<file path="src/hw/rtl/lwam_pkg.sv">
// Package for the latency window anomaly monitor.
// Widths, register reset values, register indexes and controller/datapath structs.
// No dependencies.
`timescale 1ns / 1ps
`default_nettype none

package lwam_pkg;

    localparam int LATENCY_BITS = 32;
    localparam int SUM_BITS     = 48;

    localparam int LAT_IN_W  = 32;
    localparam int TIME_W    = 40;
    localparam int CNT_W     = 16;
    localparam int THR_W     = 16;
    localparam int WNUM_W    = 20;
    localparam int BASE_W    = 32;
    localparam int MEAN_W    = 32;

    localparam int LAT_USE_W = (LATENCY_BITS < LAT_IN_W) ? LATENCY_BITS : LAT_IN_W;
    localparam int PROD_W    = THR_W + BASE_W;
    localparam int NB_W      = WNUM_W + BASE_W;
    localparam int DIVD_W    = (SUM_BITS > NB_W + 1) ? SUM_BITS : NB_W + 1;
    localparam int DIVS_W    = (WNUM_W > CNT_W) ? WNUM_W : CNT_W;
    localparam int DCNT_W    = $clog2(DIVD_W + 1);

    localparam int IN_DATA_W  = 72;
    localparam int IN_USER_W  = 1;
    localparam int OUT_DATA_W = 80;
    localparam int OUT_USER_W = 2;

    localparam int APB_ADDR_W = 5;
    localparam int APB_DATA_W = 64;

    localparam logic [CNT_W-1:0]  WSIZE_RESET   = 16'd1024;
    localparam logic [THR_W-1:0]  THR_RESET     = 16'd512;
    localparam logic [TIME_W-1:0] TIMEOUT_RESET = 40'd5000000000;

    typedef enum logic [1:0] {
        REG_WINDOW_SIZE = 2'd0,
        REG_THRESHOLD   = 2'd1,
        REG_TIMEOUT     = 2'd2
    } t_reg_idx;

    typedef struct packed {
        logic [CNT_W-1:0]  window_size;
        logic [THR_W-1:0]  threshold;
        logic [TIME_W-1:0] timeout;
    } t_cfg;

    typedef struct packed {
        logic load_in;
        logic accum;
        logic div_load_mean;
        logic div_step;
        logic store_mean;
        logic mult;
        logic check;
        logic store_base;
        logic load_out;
    } t_cmd;

    typedef struct packed {
        logic close;
        logic div_last;
        logic alert;
    } t_status;

endpackage

`default_nettype wire

</file>
<file path="src/hw/rtl/lwam_regs.sv">
// Configuration register file of the latency window anomaly monitor, APB-style port.
// Depends on lwam_pkg.
`timescale 1ns / 1ps
`default_nettype none

module lwam_regs (
    input  wire logic                             i_clk,
    input  wire logic                             i_rst_n,
    input  wire logic                             psel,
    input  wire logic                             penable,
    input  wire logic                             pwrite,
    input  wire logic [lwam_pkg::APB_ADDR_W-1:0]  paddr,
    input  wire logic [lwam_pkg::APB_DATA_W-1:0]  pwdata,
    output logic      [lwam_pkg::APB_DATA_W-1:0]  prdata,
    output logic                                  pready,
    output lwam_pkg::t_cfg                        o_cfg
);

    lwam_pkg::t_cfg     r_cfg;
    lwam_pkg::t_reg_idx idx;

    assign idx    = lwam_pkg::t_reg_idx'(paddr[4:3]);
    assign pready = 1'b1;
    assign o_cfg  = r_cfg;

    always_ff @(posedge i_clk) begin
        if (!i_rst_n) begin
            r_cfg.window_size <= lwam_pkg::WSIZE_RESET;
            r_cfg.threshold   <= lwam_pkg::THR_RESET;
            r_cfg.timeout     <= lwam_pkg::TIMEOUT_RESET;
        end else if (psel && penable && pwrite) begin
            unique case (idx)
                lwam_pkg::REG_WINDOW_SIZE: begin
                    r_cfg.window_size <= pwdata[lwam_pkg::CNT_W-1:0];
                end
                lwam_pkg::REG_THRESHOLD: begin
                    r_cfg.threshold <= pwdata[lwam_pkg::THR_W-1:0];
                end
                lwam_pkg::REG_TIMEOUT: begin
                    r_cfg.timeout <= pwdata[lwam_pkg::TIME_W-1:0];
                end
                default: begin
                end
            endcase
        end
    end

    always_comb begin
        unique case (idx)
            lwam_pkg::REG_WINDOW_SIZE: prdata = lwam_pkg::APB_DATA_W'(r_cfg.window_size);
            lwam_pkg::REG_THRESHOLD:   prdata = lwam_pkg::APB_DATA_W'(r_cfg.threshold);
            lwam_pkg::REG_TIMEOUT:     prdata = lwam_pkg::APB_DATA_W'(r_cfg.timeout);
            default:                   prdata = '0;
        endcase
    end

endmodule

`default_nettype wire

</file>
<file path="src/hw/rtl/lwam_ctrl.sv">
// Controller of the latency window anomaly monitor: one-hot sequencer and output valid.
// Depends on lwam_pkg.
`timescale 1ns / 1ps
`default_nettype none

module lwam_ctrl (
    input  wire logic              i_clk,
    input  wire logic              i_rst_n,
    input  wire logic              i_s_valid,
    output logic                   o_s_ready,
    output logic                   o_m_valid,
    input  wire logic              i_m_ready,
    input  wire lwam_pkg::t_status i_status,
    output lwam_pkg::t_cmd         o_cmd
);

    typedef enum logic [9:0] {
        S_IDLE     = 10'b00_0000_0001,
        S_ACCUM    = 10'b00_0000_0010,
        S_DECIDE   = 10'b00_0000_0100,
        S_DIV_MEAN = 10'b00_0000_1000,
        S_MEAN     = 10'b00_0001_0000,
        S_MULT     = 10'b00_0010_0000,
        S_CHECK    = 10'b00_0100_0000,
        S_DIV_BASE = 10'b00_1000_0000,
        S_BASE     = 10'b01_0000_0000,
        S_OUT      = 10'b10_0000_0000
    } t_state;

    t_state r_state, n_state;
    logic   r_m_valid, n_m_valid;

    assign o_s_ready = (r_state == S_IDLE);
    assign o_m_valid = r_m_valid;

    always_comb begin
        n_state = r_state;
        o_cmd   = '0;
        unique case (r_state)
            S_IDLE: begin
                if (i_s_valid) begin
                    o_cmd.load_in = 1'b1;
                    n_state       = S_ACCUM;
                end
            end
            S_ACCUM: begin
                o_cmd.accum = 1'b1;
                n_state     = S_DECIDE;
            end
            S_DECIDE: begin
                if (i_status.close) begin
                    o_cmd.div_load_mean = 1'b1;
                    n_state             = S_DIV_MEAN;
                end else begin
                    n_state = S_OUT;
                end
            end
            S_DIV_MEAN: begin
                o_cmd.div_step = 1'b1;
                if (i_status.div_last) begin
                    n_state = S_MEAN;
                end
            end
            S_MEAN: begin
                o_cmd.store_mean = 1'b1;
                n_state          = S_MULT;
            end
            S_MULT: begin
                o_cmd.mult = 1'b1;
                n_state    = S_CHECK;
            end
            S_CHECK: begin
                o_cmd.check = 1'b1;
                n_state     = i_status.alert ? S_OUT : S_DIV_BASE;
            end
            S_DIV_BASE: begin
                o_cmd.div_step = 1'b1;
                if (i_status.div_last) begin
                    n_state = S_BASE;
                end
            end
            S_BASE: begin
                o_cmd.store_base = 1'b1;
                n_state          = S_OUT;
            end
            S_OUT: begin
                if (!r_m_valid || i_m_ready) begin
                    o_cmd.load_out = 1'b1;
                    n_state        = S_IDLE;
                end
            end
            default: begin
                n_state = S_IDLE;
            end
        endcase
    end

    always_comb begin
        n_m_valid = r_m_valid;
        if (o_cmd.load_out) begin
            n_m_valid = 1'b1;
        end else if (i_m_ready) begin
            n_m_valid = 1'b0;
        end
    end

    always_ff @(posedge i_clk) begin
        if (!i_rst_n) begin
            r_state   <= S_IDLE;
            r_m_valid <= 1'b0;
        end else begin
            r_state   <= n_state;
            r_m_valid <= n_m_valid;
        end
    end

endmodule

`default_nettype wire

</file>
<file path="src/hw/rtl/lwam_dpath.sv">
// Datapath of the latency window anomaly monitor: window state, serial divider,
// multipliers and output register. Depends on lwam_pkg.
`timescale 1ns / 1ps
`default_nettype none

module lwam_dpath (
    input  wire logic                             i_clk,
    input  wire logic                             i_rst_n,
    input  wire lwam_pkg::t_cmd                   i_cmd,
    output lwam_pkg::t_status                     o_status,
    input  wire lwam_pkg::t_cfg                   i_cfg,
    input  wire logic                             i_command,
    input  wire logic [lwam_pkg::LAT_IN_W-1:0]    i_latency,
    input  wire logic [lwam_pkg::TIME_W-1:0]      i_now,
    output logic                                  o_closed,
    output logic                                  o_alert,
    output logic      [lwam_pkg::MEAN_W-1:0]      o_mean,
    output logic      [lwam_pkg::BASE_W-1:0]      o_baseline,
    output logic      [lwam_pkg::CNT_W-1:0]       o_count
);

    localparam int SUM_BITS  = lwam_pkg::SUM_BITS;
    localparam int LAT_USE_W = lwam_pkg::LAT_USE_W;
    localparam int TIME_W    = lwam_pkg::TIME_W;
    localparam int CNT_W     = lwam_pkg::CNT_W;
    localparam int WNUM_W    = lwam_pkg::WNUM_W;
    localparam int BASE_W    = lwam_pkg::BASE_W;
    localparam int MEAN_W    = lwam_pkg::MEAN_W;
    localparam int PROD_W    = lwam_pkg::PROD_W;
    localparam int NB_W      = lwam_pkg::NB_W;
    localparam int DIVD_W    = lwam_pkg::DIVD_W;
    localparam int DIVS_W    = lwam_pkg::DIVS_W;
    localparam int DCNT_W    = lwam_pkg::DCNT_W;

    // window state
    logic [SUM_BITS-1:0] r_sum;
    logic [CNT_W-1:0]    r_count;
    logic [WNUM_W-1:0]   r_wnum;
    logic [BASE_W-1:0]   r_base;
    logic [TIME_W-1:0]   r_last;
    logic                r_checked;
    logic                r_close;

    // item and intermediate values
    logic                r_command;
    logic [LAT_USE_W-1:0] r_lat;
    logic [TIME_W-1:0]   r_now;
    logic [MEAN_W-1:0]   r_mean;
    logic                r_alert;
    logic [PROD_W-1:0]   r_prod;
    logic [NB_W-1:0]     r_nb;

    // serial divider
    logic [DIVD_W-1:0]   r_quo;
    logic [DIVS_W-1:0]   r_rem;
    logic [DIVS_W-1:0]   r_dsor;
    logic [DCNT_W-1:0]   r_dcnt;

    // output register
    logic                r_o_closed;
    logic                r_o_alert;
    logic [MEAN_W-1:0]   r_o_mean;
    logic [BASE_W-1:0]   r_o_base;
    logic [CNT_W-1:0]    r_o_count;

    logic [SUM_BITS:0]   sum_ext;
    logic [SUM_BITS-1:0] sum_new;
    logic [CNT_W-1:0]    cnt_new;
    logic [TIME_W-1:0]   elapsed;
    logic                timed_out;
    logic                close_now;
    logic [WNUM_W-1:0]   n_eff;
    logic                alert_now;
    logic [MEAN_W-1:0]   mean_sat;
    logic [DIVD_W-1:0]   base_dividend;
    logic [DIVS_W:0]     rem_sh;
    logic                div_ge;
    logic [DIVS_W:0]     rem_sub;

    assign sum_ext   = {1'b0, r_sum} + (SUM_BITS + 1)'(r_lat);
    assign sum_new   = sum_ext[SUM_BITS] ? {SUM_BITS{1'b1}} : sum_ext[SUM_BITS-1:0];
    assign cnt_new   = (r_count == {CNT_W{1'b1}}) ? r_count : r_count + 1'b1;
    assign elapsed   = r_now - r_last;
    assign timed_out = r_checked && (r_now >= r_last) && (elapsed > i_cfg.timeout);
    assign close_now = !r_command && ((cnt_new >= i_cfg.window_size) || timed_out);

    assign n_eff     = (r_wnum == '0) ? WNUM_W'(1) : r_wnum;
    assign alert_now = ((PROD_W'(r_mean) << 8) > r_prod) && (r_wnum > WNUM_W'(2));
    assign mean_sat  = (|r_quo[DIVD_W-1:MEAN_W]) ? {MEAN_W{1'b1}} : r_quo[MEAN_W-1:0];
    assign base_dividend = DIVD_W'(r_nb) + DIVD_W'(r_mean);

    assign rem_sh  = {r_rem, r_quo[DIVD_W-1]};
    assign div_ge  = (rem_sh >= {1'b0, r_dsor});
    assign rem_sub = rem_sh - {1'b0, r_dsor};

    assign o_status.close    = r_close;
    assign o_status.div_last = (r_dcnt == DCNT_W'(1));
    assign o_status.alert    = alert_now;

    assign o_closed   = r_o_closed;
    assign o_alert    = r_o_alert;
    assign o_mean     = r_o_mean;
    assign o_baseline = r_o_base;
    assign o_count    = r_o_count;

    always_ff @(posedge i_clk) begin
        if (!i_rst_n) begin
            r_sum     <= '0;
            r_count   <= '0;
            r_wnum    <= WNUM_W'(1);
            r_base    <= '0;
            r_last    <= '0;
            r_checked <= 1'b0;
            r_close   <= 1'b0;
        end else begin
            if (i_cmd.accum) begin
                r_close <= close_now;
                if (r_command) begin
                    r_sum   <= '0;
                    r_count <= '0;
                    r_wnum  <= WNUM_W'(1);
                    r_base  <= '0;
                end else begin
                    r_sum   <= sum_new;
                    r_count <= cnt_new;
                end
            end
            if (i_cmd.check) begin
                r_last    <= r_now;
                r_checked <= 1'b1;
                r_sum     <= '0;
                r_count   <= '0;
            end
            if (i_cmd.store_base) begin
                r_base <= r_quo[BASE_W-1:0];
                if (r_wnum != {WNUM_W{1'b1}}) begin
                    r_wnum <= r_wnum + 1'b1;
                end
            end
        end
    end

    always_ff @(posedge i_clk) begin
        if (i_cmd.load_in) begin
            r_command <= i_command;
            r_lat     <= i_latency[LAT_USE_W-1:0];
            r_now     <= i_now;
            r_mean    <= '0;
            r_alert   <= 1'b0;
        end
        if (i_cmd.div_load_mean) begin
            r_quo  <= DIVD_W'(r_sum);
            r_rem  <= '0;
            r_dsor <= DIVS_W'(r_count);
            r_dcnt <= DCNT_W'(DIVD_W);
        end
        if (i_cmd.div_step) begin
            r_quo  <= {r_quo[DIVD_W-2:0], div_ge};
            r_rem  <= div_ge ? rem_sub[DIVS_W-1:0] : rem_sh[DIVS_W-1:0];
            r_dcnt <= r_dcnt - 1'b1;
        end
        if (i_cmd.store_mean) begin
            r_mean <= mean_sat;
        end
        if (i_cmd.mult) begin
            r_prod <= i_cfg.threshold * r_base;
            r_nb   <= (n_eff - 1'b1) * r_base;
        end
        if (i_cmd.check) begin
            r_alert <= alert_now;
            r_quo   <= base_dividend;
            r_rem   <= '0;
            r_dsor  <= DIVS_W'(n_eff);
            r_dcnt  <= DCNT_W'(DIVD_W);
        end
        if (i_cmd.load_out) begin
            r_o_closed <= r_close;
            r_o_alert  <= r_alert;
            r_o_mean   <= r_mean;
            r_o_base   <= r_base;
            r_o_count  <= r_count;
        end
    end

endmodule

`default_nettype wire

</file>
<file path="src/hw/rtl/latency_window_anomaly_monitor.sv">
// Top level of the latency window anomaly monitor.
// Instantiates lwam_regs, lwam_ctrl and lwam_dpath; depends on lwam_pkg.
//
// Usage:
//   Slave stream: one transfer per event. s_tuser[0] is the command (0 packet,
//   1 clear counters); s_tdata carries latency and current time in ns.
//   Master stream: exactly one result transfer per input transfer, in order:
//   window-closed and alert flags in m_tuser, mean, baseline and packet count
//   in m_tdata.
//   APB port: window size, threshold (Q8.8) and timeout at byte addresses 0, 8
//   and 16; write only while the block is idle. pready is always high.
//   Sequence: a clear or a packet that closes no window goes from accumulate
//   and decide straight to the output register. A close runs the shared
//   restoring divider, one bit a cycle, on the mean, then multiplies and
//   checks; a close that alerts then goes to output, and one that folds the
//   mean into the baseline runs the divider again on the baseline before output.
//   Throughput: one item at a time; s_tready is high only between items, so the
//   next transfer is taken no earlier than the cycle after the result is loaded.
//   Reset: synchronous, active low; registers go to their defaults, window
//   state clears, window number becomes 1, both streams go idle.
//   Stall: the result stays in the output register while m_tready is low; the
//   next input is taken, but its result waits until that register is free.
`timescale 1ns / 1ps
`default_nettype none

module latency_window_anomaly_monitor (
    input  wire logic                               i_clk,
    input  wire logic                               i_rst_n,
    // slave stream
    input  wire logic                               s_tvalid,
    output logic                                    s_tready,
    // [31:0] latency_ns, [71:32] now_ns
    input  wire logic [lwam_pkg::IN_DATA_W-1:0]     s_tdata,
    // [0] command
    input  wire logic [lwam_pkg::IN_USER_W-1:0]     s_tuser,
    // master stream
    output logic                                    m_tvalid,
    input  wire logic                               m_tready,
    // [31:0] window_mean_ns, [63:32] baseline_ns, [79:64] packet_count
    output logic      [lwam_pkg::OUT_DATA_W-1:0]    m_tdata,
    // [0] window_closed, [1] alert
    output logic      [lwam_pkg::OUT_USER_W-1:0]    m_tuser,
    // configuration
    input  wire logic                               psel,
    input  wire logic                               penable,
    input  wire logic                               pwrite,
    input  wire logic [lwam_pkg::APB_ADDR_W-1:0]    paddr,
    input  wire logic [lwam_pkg::APB_DATA_W-1:0]    pwdata,
    output logic      [lwam_pkg::APB_DATA_W-1:0]    prdata,
    output logic                                    pready
);

    lwam_pkg::t_cfg    cfg;
    lwam_pkg::t_cmd    cmd;
    lwam_pkg::t_status status;

    logic                            out_closed;
    logic                            out_alert;
    logic [lwam_pkg::MEAN_W-1:0]     out_mean;
    logic [lwam_pkg::BASE_W-1:0]     out_base;
    logic [lwam_pkg::CNT_W-1:0]      out_count;

    lwam_regs u_regs (
        .i_clk   (i_clk),
        .i_rst_n (i_rst_n),
        .psel    (psel),
        .penable (penable),
        .pwrite  (pwrite),
        .paddr   (paddr),
        .pwdata  (pwdata),
        .prdata  (prdata),
        .pready  (pready),
        .o_cfg   (cfg)
    );

    lwam_ctrl u_ctrl (
        .i_clk     (i_clk),
        .i_rst_n   (i_rst_n),
        .i_s_valid (s_tvalid),
        .o_s_ready (s_tready),
        .o_m_valid (m_tvalid),
        .i_m_ready (m_tready),
        .i_status  (status),
        .o_cmd     (cmd)
    );

    lwam_dpath u_dpath (
        .i_clk      (i_clk),
        .i_rst_n    (i_rst_n),
        .i_cmd      (cmd),
        .o_status   (status),
        .i_cfg      (cfg),
        .i_command  (s_tuser[0]),
        .i_latency  (s_tdata[31:0]),
        .i_now      (s_tdata[71:32]),
        .o_closed   (out_closed),
        .o_alert    (out_alert),
        .o_mean     (out_mean),
        .o_baseline (out_base),
        .o_count    (out_count)
    );

    assign m_tdata = {out_count, out_base, out_mean};
    assign m_tuser = {out_alert, out_closed};

endmodule

`default_nettype wire

</file>
<file path="config.mk">
export PLATFORM = sky130hd
export DESIGN_NAME = latency_window_anomaly_monitor
export DESIGN_NICKNAME = d
export VERILOG_FILES = /design/src/hw/rtl/lwam_pkg.sv /design/src/hw/rtl/lwam_regs.sv /design/src/hw/rtl/lwam_ctrl.sv /design/src/hw/rtl/lwam_dpath.sv /design/src/hw/rtl/latency_window_anomaly_monitor.sv
export SDC_FILE = /design/constraint.sdc
export NUM_CORES = 2
export LEC_CHECK = 0
export ABC_AREA = 1
export BUFFER_PORTS_ARGS = -buffer_cell sky130_fd_sc_hd__clkbuf_2
export CAP_MARGIN = 20
export CORE_MARGIN = 3
export CORE_UTILIZATION = 25
export CTS_BUF_LIST = sky130_fd_sc_hd__clkbuf_2
export DETAILED_ROUTE_END_ITERATION = 7
export GPL_ROUTABILITY_DRIVEN = 0
export PLACE_DENSITY_LB_ADDON = 0.05
export SLEW_MARGIN = 20
export SYNTH_ARGS = -nofsm -noshare
export SYNTH_HDL_FRONTEND = slang
export SYNTH_HIERARCHICAL = 1
export SYNTH_SLANG_ARGS = --single-unit
</file>
<file path="constraint.sdc">
create_clock -name i_clk -period 10.1 [get_ports i_clk]
set_input_delay 1.01 -clock i_clk [delete_from_list [all_inputs] [get_ports i_clk]]
set_output_delay 1.01 -clock i_clk [all_outputs]
set_load 0.02 [all_outputs]
</file>
==> results.py <==
metrics = {
    "synth": {
        "yosysTopAreaCell": "fa_1",
        "mappedNetlistArea_um2": 75400,
        "ys_ff_latch": 628,
        "ys_seq_area_share_pct": 21.5,
        "syn_inst": 9747,
        "dominantRegCellSynth": "edfxtp_1",
        "yosysMostFrequentCell": "nand2_1",
        "async_reset_ff_share_pct": 0,
        "synth_edf_count": 361,
        "synth_top_area_share_pct": 26.3,
        "syn_avg_cell_area_um2": 7.74,
        "ys_warn_count": 6,
        "synthTopCellsByCount": "2,423 x nand2_1, 1,982 x inv_1, 990 x fa_1, 850 x nor2_1, 564 x a21oi_1",
        "synth_cell_types": 67,
        "ys_top_cells_by_area": "fa_1 26%, edfxtp_1 14%, nand2_1 12%, inv_1 9.9%, ha_1 8.7%",
    },
    "global_route": {
        "met2_usage_pct": 34.1,
        "use_met1_pct": 29.5,
        "gr-max-usage-layer": "met2",
        "grt_max_degree": 87,
        "track_usage_pct": 20.9,
        "grtUsageMet3_pct": 1.97,
        "grt_pass1_wl_mm": 475,
        "overflow": 0,
        "grt_pass1_vias": 69700,
        "antenna_found_initial": 15,
    },
    "pwr": {
        "intPower_w": 0.00457,
        "switching_power_w": 0.00321,
        "power_frac_clock_pct": 27.7,
        "ir_worst_vdd_uv": 71.6,
        "leakagePower_nw": 40.0,
        "swShare_pct": 41.3,
        "combPwrFrac_pct": 30.8,
        "seqPwrFrac_pct": 41.5,
        "powerDensity_nw_per_um2": 90.7,
    },
    "min_path": {
        "min_path_type": "in2reg",
        "hold_path_end": "u_dpath/r_now[5]$_DFFE_PP_",
        "hold_start": "s_tdata[37]",
        "whs_path_depth": 2,
    },
    "final_layout": {
        "nFillCells": 33000,
        "multi_input_area_um2": 50100,
        "seqCellArea_um2": 16200,
        "utilization_pct": 28.6,
        "syn2layout_area_growth_pct": 13.7,
        "drive_above_1_share_pct": 8.26,
        "fin_area_um2": 85700,
        "nNetsFinal": 11900,
    },
    "run_status": {
        "status": "finished, final reports clean",
    },
    "floorplanning": {
        "die_w_um": 555,
        "die_h_um": 555,
        "core-area_um2": 300000,
        "die_area_um2": 308000,
        "boundaryPins": 298,
        "core.rowCount": 201,
        "initial_core_util_pct": 25.1,
    },
    "worst_setup_path": {
        "worstReg2RegEnd": "u_dpath/r_nb[47]$_DFFE_PP_",
        "worstSetupStartpoint": "u_dpath/r_wnum[17]$_SDFF_PN0_",
        "slowest_delay_ns": 0.64,
        "path_delay_family": "adder cells",
        "reg2reg_setup_slack_ns": 0.54,
        "reg2regPathDepth": 36,
        "setup.worst_path.start_class": "flop",
        "worstSetupPathType": "reg2reg",
        "worstPathRequired_ns": 11.39,
        "end_kind": "flop",
        "cp_common_cell": "inv_1",
        "cp_slowest_cell": "fa_1",
        "crit_arrival_ns": 10.85,
        "r2r_start": "u_dpath/r_wnum[17]$_SDFF_PN0_",
        "worst-path-buf-inv": 9,
        "path_max_fanout": 7,
    },
    "route": {
        "ant_nets": 0,
        "drt_iter0_markers": 4181,
        "first_pass_iters": 6,
        "wl_per_cell_um": 22.5,
        "vias_per_cell": 4.57,
        "drcViolationCount": 0,
        "route.vias.total": 65700,
        "wirelength_mm": 323,
    },
    "place": {
        "hpwl_mm": 257,
        "portBuffers": 245,
        "place_area_um2": 81300,
    },
    "timing": {
        "rsz0062_at_grt": "no",
        "worst_pin_slew_ns": 1.06,
        "fin_tns_setup_ns": 0,
        "finalCriticalPeriod_ns": 9.56,
        "finalHoldViolations": 0,
        "finalSetupViolations": 0,
        "post-route-period-util_pct": 94.7,
        "slew_headroom_pct": 29.3,
        "max_freq_mhz": 105,
        "hold_ws_ns": 0.326,
        "clock_skew_ns": 0.214,
        "final_max_slew_viol_count": 0,
    },
    "clock_network": {
        "cts_made_buffers": 197,
        "cts.sinks": 628,
        "clk_pin_slew_worst_paths_ns": 0.11,
        "htreeDepth": 4,
        "clock_latency_ns": 1.60,
        "cts_tree": "done",
        "cts_root_buf": "clkbuf_2",
        "clockBufferDepth": 4,
    },
    "job": {
        "maxCapViolations": 0,
    },
}
-- cell usage in the layout (no fill, tap or decap), drive strengths merged, types with 16 or more instances in the layout --
cell type,netlist,final
o21a,24,24
nand2,2442,2442
dlygate4sd3,0,264
conb,2,25
dfxtp,267,267
ha,525,525
edfxtp,361,361
a21o,34,34
nand4,66,66
nand3,383,383
a21boi,17,17
nor3,87,87
nor2,893,893
buf,107,154
xor2,133,133
a21oi,566,566
xnor2,41,41
fa,990,990
clkinv,10,62
o21bai,33,33
inv,1999,1998
clkbuf,274,535
o211ai,16,16
o21ai,358,358
a31oi,33,33
nor4,33,33
-- flip-flops by register name, summed over array words and instances (netlist names), 40 cells and up --
register	flops
u_dpath/r_last	40
u_dpath/r_nb	52
u_dpath/r_now	40
u_dpath/r_prod	48
u_dpath/r_quo	53
u_dpath/r_sum	48
u_regs/o_cfg	72
-- per-layer routing --
| layer | share of wire (%) | vias to the layer above |
|---|---|---|
| li1 | - | 31000 |
| met1 | 48 | 33000 |
| met2 | 46 | 1362 |
| met3 | 3.6 | 336 |
| met4 | 2.5 | 8 |
| met5 | 0.017 | - |
-- timing repair --
| item | in CTS | in global routing |
|---|---|---|
| endpoints found under the hold margin | 206 | 0 |
| resized for setup | 0 | 1 |
| hold buffers | 264 | 0 |
| endpoints found under the setup margin | 0 | 5 |
| buffers inserted | 0 | 0 |
-- power by group through the flow --
stage	sequential [W]	combinational (W)	clock, W
4_1_cts	0.00324	0.00240	0.00233
2_1_floorplan	0.00312	0.00155	0
3_5_place_dp	0.00330	0.00231	0
3_3_place_gp	0.00330	0.00230	0
6_report	0.00323	0.00239	0.00216
5_1_grt	0.00325	0.00270	0.00243
-- logic make-up after synthesis --
kind of cell	Yosys count	synth area share [%]
flops	628	21.5
buf+inv	2390	12.3
xor+xnor	174	2.02
other cells	2	0.00996
fa+ha+maj	1515	35.0
compound gates	1108	7.98
simple gates	3930	21.3
-- metrics by stage --
step	power [W]	std cells	worst slack, ns
after floorplan	0.00467	9770	2.03
after global placement	0.00560	13700	0.567
after detailed placement	0.00561	13700	0.573
after CTS	0.00797	14400	0.455
after global routing	0.00839	14400	0.0146
final	0.00778	14400	0.538
-- how the worst max path moves through the flow --
stage / depth (start not counted) / slack, ns / endpoint
6_report: 36 / 0.54 / u_dpath/r_nb[47]$_DFFE_PP_
5_1_grt: 39 / 0.01 / u_dpath/r_nb[47]$_DFFE_PP_
4_1_cts: 33 / 0.45 / u_dpath/r_nb[42]$_DFFE_PP_
3_5_place_dp: 37 / 0.57 / u_dpath/r_nb[38]$_DFFE_PP_
3_3_place_gp: 36 / 0.57 / u_dpath/r_nb[47]$_DFFE_PP_
2_1_floorplan: 40 / 2.03 / u_dpath/r_nb[47]$_DFFE_PP_
-- cell type report --
type / count / share of cell area, %
tap: 3958 / 5.78
inverter: 2009 / 8.82
antenna: 5 / 0.0146
clock buffer: 291 / 1.70
sequential: 628 / 18.9
clock inverter: 57 / 0.372
multi-input combinational: 6752 / 58.5
timing repair buffer: 662 / 5.91
(Power assumes the default switching activity.)
